`src/hw/rtl/tsm_pkg.sv`:
```
// tsm_pkg: widths, reset values, register indexes and sequencer states
// of the tach speed meter, and a saturating increment. No dependencies.
`default_nettype none

package tsm_pkg;

  // time counters and smoothed speed
  localparam int TIME_BITS       = 24;
  localparam int SPEED_FRAC_BITS = 8;
  localparam int RPM_W           = 16;
  localparam int AVG_W           = RPM_W + SPEED_FRAC_BITS;

  // configuration register widths
  localparam int MINP_W  = 20;
  localparam int PPR_W   = 4;
  localparam int ALPHA_W = 8;
  localparam int TMO_W   = 24;
  localparam int CFG_IDX_W  = 2;
  localparam int CFG_DATA_W = 24;

  // divider: 60e6 fits 26 bits, divisor is ppr * period
  localparam int NUM_W = 26;
  localparam int DEN_W = PPR_W + TIME_BITS;
  localparam int CNT_W = $clog2(NUM_W);
  localparam logic [NUM_W-1:0] RPM_NUM   = NUM_W'(60000000);
  localparam logic [RPM_W-1:0] RPM_LIMIT = {RPM_W{1'b1}};
  localparam logic [TIME_BITS-1:0] TIME_MAX = {TIME_BITS{1'b1}};

  // reset values
  localparam logic [MINP_W-1:0]  MINP_RST  = MINP_W'(12000);
  localparam logic [PPR_W-1:0]   PPR_RST   = PPR_W'(2);
  localparam logic [ALPHA_W-1:0] ALPHA_RST = ALPHA_W'(205);
  localparam logic [TMO_W-1:0]   TMO_RST   = TMO_W'(150000);

  // register indexes
  typedef enum logic [CFG_IDX_W-1:0] {
    REG_MIN_PERIOD = 2'd0,
    REG_PPR        = 2'd1,
    REG_ALPHA      = 2'd2,
    REG_TIMEOUT    = 2'd3
  } cfg_reg_t;

  // sequencer states
  typedef enum logic [4:0] {
    S_IDLE = 5'b00001,
    S_PREP = 5'b00010,
    S_DIV  = 5'b00100,
    S_MIX  = 5'b01000,
    S_OUT  = 5'b10000
  } seq_state_t;

  // saturating increment of a time counter
  function automatic logic [TIME_BITS-1:0] sat_inc(input logic [TIME_BITS-1:0] v);
    sat_inc = (v == TIME_MAX) ? v : v + TIME_BITS'(1);
  endfunction

endpackage

`default_nettype wire

```
`src/hw/rtl/tach_speed_meter_unit.sv`:
```
// Fan tachometer: one word per microsecond tick, rpm from tach edge periods,
// exponential smoothing and timeout. Depends on tsm_pkg.
//
// Each accepted word is one microsecond tick and gives exactly one result
// word. A tick that does not close a valid period (no edge, a stall edge,
// or a timeout) goes straight to the output step. A tick whose edge closes
// a period longer than min_period_us passes through these steps: one to
// form the divisor pulses_per_rev * period, 26 steps of the restoring
// divider for 60000000 / divisor (one quotient bit per cycle), one for the
// smoothing multiply-add and one to hand the result to the output register.
// The input is stalled while a tick is in work; a finished result may wait
// in the output register while the next tick is taken. Configuration writes
// are taken while no tick is in work. pulses_per_rev of zero acts as one.
`default_nettype none

module tach_speed_meter_unit (
  input  wire logic                            clk,
  input  wire logic                            rst_n,
  // tick input
  input  wire logic                            in_valid,
  output logic                                 in_stall,
  input  wire logic                            in_tach_falling,
  // result output
  output logic                                 out_valid,
  input  wire logic                            out_stall,
  output logic [tsm_pkg::RPM_W-1:0]            out_speed_rpm,
  output logic                                 out_updated,
  output logic                                 out_stall_res,
  output logic                                 out_timed_out,
  // configuration
  input  wire logic                            cfg_valid,
  output logic                                 cfg_ready,
  input  wire logic [tsm_pkg::CFG_IDX_W-1:0]   cfg_index,
  input  wire logic [tsm_pkg::CFG_DATA_W-1:0]  cfg_data
);
  import tsm_pkg::*;

  // configuration registers
  logic [MINP_W-1:0]  min_period_r;
  logic [PPR_W-1:0]   ppr_r;
  logic [ALPHA_W-1:0] alpha_r;
  logic [TMO_W-1:0]   timeout_r;

  // tick state
  seq_state_t           state_r, state_nxt;
  logic [TIME_BITS-1:0] tse_r, tse_nxt;
  logic [TIME_BITS-1:0] tsu_r, tsu_nxt;
  logic [AVG_W-1:0]     avg_r, avg_nxt;
  logic                 stall_flag_r, stall_flag_nxt;

  // work registers of the current tick
  logic [TIME_BITS-1:0] period_r, period_nxt;
  logic                 upd_r, upd_nxt;
  logic                 tmo_r, tmo_nxt;
  logic [DEN_W-1:0]     den_r, den_nxt;
  logic [DEN_W-1:0]     rem_r, rem_nxt;
  logic [NUM_W-1:0]     quo_r, quo_nxt;
  logic [CNT_W-1:0]     cnt_r, cnt_nxt;

  // output register
  logic                 out_valid_r, out_valid_nxt;
  logic [RPM_W-1:0]     out_rpm_r, out_rpm_nxt;
  logic                 out_upd_r, out_upd_nxt;
  logic                 out_stl_r, out_stl_nxt;
  logic                 out_tmo_r, out_tmo_nxt;

  // combinational helpers
  logic                 in_take;
  logic                 out_free;
  logic [TIME_BITS-1:0] edge_cnt;
  logic [TIME_BITS-1:0] upd_cnt;
  logic [PPR_W-1:0]     ppr_eff;
  logic [DEN_W:0]       rem_sh;
  logic [RPM_W-1:0]     rpm_sat;
  logic [AVG_W-1:0]     sample;
  logic [ALPHA_W:0]     beta;
  logic [AVG_W+ALPHA_W:0] mix_sum;

  assign in_stall  = (state_r != S_IDLE);
  assign cfg_ready = (state_r == S_IDLE);
  assign in_take   = in_valid && !in_stall;
  assign out_free  = !out_valid_r || !out_stall;

  assign edge_cnt = sat_inc(tse_r);
  assign upd_cnt  = sat_inc(tsu_r);
  assign ppr_eff  = (ppr_r == '0) ? PPR_W'(1) : ppr_r;

  // one restoring divide step: bring down the next numerator bit
  assign rem_sh = {rem_r, RPM_NUM[cnt_r]};

  // smoothing: alpha weights the old average, 256 - alpha the new sample
  assign rpm_sat = (quo_r > NUM_W'(RPM_LIMIT)) ? RPM_LIMIT : quo_r[RPM_W-1:0];
  assign sample  = {rpm_sat, {SPEED_FRAC_BITS{1'b0}}};
  assign beta    = (ALPHA_W+1)'(1 << ALPHA_W) - {1'b0, alpha_r};
  assign mix_sum = (AVG_W+ALPHA_W+1)'(alpha_r) * (AVG_W+ALPHA_W+1)'(avg_r) +
                   (AVG_W+ALPHA_W+1)'(beta) * (AVG_W+ALPHA_W+1)'(sample);

  // sequencer
  always_comb begin
    state_nxt      = state_r;
    tse_nxt        = tse_r;
    tsu_nxt        = tsu_r;
    avg_nxt        = avg_r;
    stall_flag_nxt = stall_flag_r;
    period_nxt     = period_r;
    upd_nxt        = upd_r;
    tmo_nxt        = tmo_r;
    den_nxt        = den_r;
    rem_nxt        = rem_r;
    quo_nxt        = quo_r;
    cnt_nxt        = cnt_r;
    out_valid_nxt  = out_valid_r && out_stall;
    out_rpm_nxt    = out_rpm_r;
    out_upd_nxt    = out_upd_r;
    out_stl_nxt    = out_stl_r;
    out_tmo_nxt    = out_tmo_r;

    unique case (state_r)
      S_IDLE: begin
        if (in_take) begin
          upd_nxt    = 1'b0;
          tmo_nxt    = 1'b0;
          period_nxt = edge_cnt;
          tse_nxt    = in_tach_falling ? '0 : edge_cnt;
          tsu_nxt    = upd_cnt;
          state_nxt  = S_OUT;
          if (in_tach_falling && (edge_cnt > TIME_BITS'(min_period_r))) begin
            // valid period: counters restart, average waits for the divider
            upd_nxt        = 1'b1;
            stall_flag_nxt = 1'b0;
            tsu_nxt        = '0;
            state_nxt      = S_PREP;
          end else begin
            if (in_tach_falling) begin
              stall_flag_nxt = 1'b1;
            end
            if (upd_cnt >= timeout_r) begin
              avg_nxt = '0;
              tmo_nxt = 1'b1;
            end
          end
        end
      end
      S_PREP: begin
        den_nxt   = DEN_W'(ppr_eff) * DEN_W'(period_r);
        rem_nxt   = '0;
        quo_nxt   = '0;
        cnt_nxt   = CNT_W'(NUM_W - 1);
        state_nxt = S_DIV;
      end
      S_DIV: begin
        if (rem_sh >= {1'b0, den_r}) begin
          rem_nxt = DEN_W'(rem_sh - {1'b0, den_r});
          quo_nxt = {quo_r[NUM_W-2:0], 1'b1};
        end else begin
          rem_nxt = rem_sh[DEN_W-1:0];
          quo_nxt = {quo_r[NUM_W-2:0], 1'b0};
        end
        if (cnt_r == '0) begin
          state_nxt = S_MIX;
        end else begin
          cnt_nxt = cnt_r - CNT_W'(1);
        end
      end
      S_MIX: begin
        avg_nxt   = mix_sum[AVG_W+ALPHA_W-1:ALPHA_W];
        state_nxt = S_OUT;
      end
      S_OUT: begin
        if (out_free) begin
          out_valid_nxt = 1'b1;
          out_rpm_nxt   = avg_r[AVG_W-1:SPEED_FRAC_BITS];
          out_upd_nxt   = upd_r;
          out_stl_nxt   = stall_flag_r;
          out_tmo_nxt   = tmo_r;
          state_nxt     = S_IDLE;
        end
      end
      default: state_nxt = S_IDLE;
    endcase
  end

  // control and state registers
  always_ff @(posedge clk) begin
    if (!rst_n) begin
      state_r      <= S_IDLE;
      tse_r        <= '0;
      tsu_r        <= '0;
      avg_r        <= '0;
      stall_flag_r <= 1'b0;
      out_valid_r  <= 1'b0;
    end else begin
      state_r      <= state_nxt;
      tse_r        <= tse_nxt;
      tsu_r        <= tsu_nxt;
      avg_r        <= avg_nxt;
      stall_flag_r <= stall_flag_nxt;
      out_valid_r  <= out_valid_nxt;
    end
  end

  // configuration registers
  always_ff @(posedge clk) begin
    if (!rst_n) begin
      min_period_r <= MINP_RST;
      ppr_r        <= PPR_RST;
      alpha_r      <= ALPHA_RST;
      timeout_r    <= TMO_RST;
    end else if (cfg_valid && cfg_ready) begin
      unique case (cfg_reg_t'(cfg_index))
        REG_MIN_PERIOD: min_period_r <= cfg_data[MINP_W-1:0];
        REG_PPR:        ppr_r        <= cfg_data[PPR_W-1:0];
        REG_ALPHA:      alpha_r      <= cfg_data[ALPHA_W-1:0];
        REG_TIMEOUT:    timeout_r    <= cfg_data[TMO_W-1:0];
        default:        ;
      endcase
    end
  end

  // work and output payload registers
  always_ff @(posedge clk) begin
    period_r  <= period_nxt;
    upd_r     <= upd_nxt;
    tmo_r     <= tmo_nxt;
    den_r     <= den_nxt;
    rem_r     <= rem_nxt;
    quo_r     <= quo_nxt;
    cnt_r     <= cnt_nxt;
    out_rpm_r <= out_rpm_nxt;
    out_upd_r <= out_upd_nxt;
    out_stl_r <= out_stl_nxt;
    out_tmo_r <= out_tmo_nxt;
  end

  assign out_valid     = out_valid_r;
  assign out_speed_rpm = out_rpm_r;
  assign out_updated   = out_upd_r;
  assign out_stall_res = out_stl_r;
  assign out_timed_out = out_tmo_r;

  // a timeout clears the average, so the reported speed is zero
  a_timeout_zero: assert property (@(posedge clk) disable iff (!rst_n)
    out_valid && out_timed_out |-> out_speed_rpm == '0)
    else $error("timed out word carries nonzero speed");

  // an update never comes with a timeout or a stall flag in the same word
  a_upd_excl: assert property (@(posedge clk) disable iff (!rst_n)
    out_valid && out_updated |-> !out_timed_out && !out_stall_res)
    else $error("updated word also flags timeout or stall");

  // divider always ends in the smoothing step
  a_div_to_mix: assert property (@(posedge clk) disable iff (!rst_n)
    state_r == S_DIV && cnt_r == '0 |=> state_r == S_MIX)
    else $error("divider did not hand over to smoothing");

endmodule

`default_nettype wire
```
`config.mk`:
```
export PLATFORM = sky130hd
export DESIGN_NAME = tach_speed_meter_unit
export DESIGN_NICKNAME = d
export VERILOG_FILES = /design/src/hw/rtl/tsm_pkg.sv /design/src/hw/rtl/tach_speed_meter_unit.sv
export SDC_FILE = /design/constraint.sdc
export NUM_CORES = 2
export LEC_CHECK = 0
export BUFFER_PORTS_ARGS = -buffer_cell sky130_fd_sc_hd__clkbuf_2
export CAP_MARGIN = 5
export CORE_UTILIZATION = 45
export DETAILED_ROUTE_END_ITERATION = 6
export PLACE_DENSITY = 0.71
export SKIP_LAST_GASP = 1
export SLEW_MARGIN = 20
export SYNTH_ARGS = -nofsm -noshare
export SYNTH_HDL_FRONTEND = slang
export SYNTH_SLANG_ARGS = --single-unit
export TNS_END_PERCENT = 50
```
`constraint.sdc`:
```
create_clock -name clk -period 16.37 [get_ports clk]
set_input_delay 0 -clock clk [delete_from_list [all_inputs] [get_ports clk]]
set_output_delay 0 -clock clk [all_outputs]
set_load 0.05 [all_outputs]
```
==> reports/metrics.cfg <==
[clock_network]
postCtsSetupBuffers = 0
clockBufferDepth = 3
cts_tree = done
htreeDepth = 2
insertion_delay_ns = 0.56
cts_buffers = 36
cts-root-buf = clkbuf_16
cts_sinks = 268
clk_pin_slew_ns = 0.06

[setup_path]
endpoint_kind = flop
critical-path-top-delay-family = adder cells
slowest_stage = nor3_1
critPathLaunchType = flop
worst_path_most_repeated_cell = fa_1
path_class = reg -> reg
cp_data_required_time_ns = 16.82
max_stage_delay_ns = 0.64
cp_max_fo = 26
crit_arrival_ns = 11.22
crit_buf_inv = 5

[flow_run]
maxCapViolCount = 0

[synth]
synth_nets = 3556
synth_edf_count = 132
ys_ff_latch = 268
syn_area_per_cell_sq_um = 8.80
yosysWarnings = 0
ys_seq_area_share_pct = 25.1
synthCells = 3022
ys_types = 74
ys.flop_type = dfxtp_1
synthArstFlopShare_pct = 0
netlist_area_sq_um = 26600

[drt]
ant_nets = 0
viasPerCell = 5.29
routedWlPerCell_microns = 16.6
drt_iter0_markers = 1153
drc = 0
vias = 20200
drt_wl_total_mm = 63.4
drt_pass1_iterations = 6

[die]
dieArea_sq_um = 60100
start_util_pct = 45.8
ioPinCount = 54
coreArea_sq_um = 58000
die_height_microns = 245
rows = 88
die_x_microns = 245

[power]
p_leak_uw = 0.0134
sw_frac_of_total_pct = 44.0
internal-power_uw = 2030
p_seq_share_pct = 20.3
ir_drop_v = 0.000123
net-switching-power_uw = 1600
clkPwrFrac_pct = 21.9
pwr_density_cell_nw_per_um2 = 125
comb_power_share_pct = 57.8

[sta]
hold_viol = 0
drv_slew = 0
setup_tns_ns = 0
tightest_slew_ns = 1.03
period_share_pct = 65.7
fmax_mhz = 92.9
relSlewSlack_pct = 31.4
rsz0062_at_grt = no
finalClockSkew_ns = 0.0273
setup_viol = 0
period_needed_ns = 10.76

[final_layout]
antenna_cells = 0
fillers = 5406
fin_nets = 3571
layout_common_cells = inv_1 (476), nand2_1 (438), fa_1 (296)
final_util_pct = 49.9
area_growth_pct = 8.98
layout_commonest_cell = inv_1
drive_gt1_share_pct = 5.84

[placement]
gp_congestion = 0.906
portBuffers = 53
place_hpwl_mm = 47.4

[global_route]
grt_pass1_wl_mm = 104
grt.overflow.total = 0
grt_start_max_net_pins = 88
grt.total_usage_pct = 21.6
grt_pass1_vias = 20200
antenna_found_initial = 0

[min_path]
hp-class = in -> reg

[run_status]
status = finished, final reports clean

[flip-flops by register name, summed over array words and instances (netlist names), 8 cells and up]
| name | cells |
|---|---|
| rem_r | 28 |
| timeout_r | 24 |
| tsu_r | 24 |
| alpha_r | 8 |
| quo_r | 26 |
| period_r | 24 |
| avg_r | 24 |
| min_period_r | 20 |
| den_r | 28 |
| out_speed_rpm | 16 |
| tse_r | 24 |
[power by group through the flow]
stage          logic (uW)  registers [uW]  clock network [uW]
5_1_grt              2380             739                 837
3_3_place_gp         2040             751                   0
4_1_cts              2110             737                 816
2_1_floorplan        1560             754                   0
6_report             2100             737                 794
3_5_place_dp         2060             751                   0
[worst paths after layout]
check	start	to	slack (ns)	cells after the start
worst max-delay path	alpha_r[1]	avg_r[23]	5.61	35
worst min-delay path	cfg_index[1]	alpha_r[6]	0.04	4
worst max register to register	alpha_r[1]	avg_r[23]	5.61	35
worst min register to register	upd_r	out_updated	0.42	0
[synth_stat cells (15+ instances only)]
library cell	number	area [sq um]
buf_1	22	82.6
or2_2	16	100
nand3_1	54	270
xnor2_1	87	762
o21ai_0	88	440
and2_1	128	801
nor3_1	38	190
nand4_1	18	113
a22o_1	22	193
a211oi_1	15	113
dfxtp_1	136	2720
and3_1	24	150
clkbuf_1	96	360
nor2b_1	42	263
inv_1	477	1790
a21o_1	36	270
xor2_1	51	447
nor2_1	231	867
a22oi_1	21	158
nand2_1	439	1650
ha_1	206	2580
o211ai_1	25	188
fa_1	296	5930
edfxtp_1	132	3960
a21oi_1	144	721
nand3b_1	16	120
[repair_timing]
action | CTS | global route
hold endpoints to repair | 62 | 0
hold buffers | 29 | 0
resized for setup | 0 | 0
[through the flow]
stage | hold WS (ns) | total power [uW] | cells | setup slack, ns | area [sq um]
floorplan | 0.124 | 2320 | 3022 | 7.10 | 26600
global placement | 0.234 | 2790 | 3735 | 5.78 | 27500
detailed placement | 0.240 | 2810 | 3735 | 5.62 | 27500
CTS | 0.0255 | 3660 | 3830 | 5.55 | 29000
global route | 0.0767 | 3950 | 3830 | 4.90 | 29000
finish | 0.0444 | 3630 | 3830 | 5.61 | 29000
[cell type report]
cell class / instances / area (sq um) / share of cell area [%]
clock inverters: 19 / 199 / 0.687
well taps: 765 / 957 / 3.30
flip-flops and latches: 268 / 6690 / 23.1
repair buffers: 104 / 721 / 2.49
clock buffers: 47 / 993 / 3.43
multi-input cells: 2149 / 17600 / 60.8
inverters: 478 / 1790 / 6.19
[worst reg2reg max path: cells and delay by family (launching register included)]
kind                       cells  cell delay (ns)
adders and majority gates     11             5.01
AOI/OAI and AO/OA             10             2.15
and+or+nand+nor                7             2.12
DFF                            1             0.62
buffers and inverters          5             0.41
xor gates and xnor gates       2             0.33
[metal layers]
metal / GRT usage (%) / share of wire (%) / vias to the layer above
met2: 35.9 / 47 / 588
met4: 8.40 / 3.8 / 0
li1: - / - / 9774
met1: 28.4 / 44 / 9739
met3: 2.79 / 5.6 / 144
met5: 0 / 0 / -
[kinds of logic (layout without fill, tap and decap cells)]
| logic type | count (synthesis) | in the layout | share of synthesized area [%] |
|---|---|---|---|
| compound gates | 439 | 439 | 10.6 |
| buf+inv | 605 | 648 | 8.67 |
| mux | 10 | 10 | 0.386 |
| xor+xnor | 138 | 138 | 4.55 |
| flops | 268 | 268 | 25.1 |
| fa+ha+maj | 502 | 502 | 32.0 |
| simple gates | 1060 | 1060 | 18.7 |
Power figures use the tool's default switching activity.
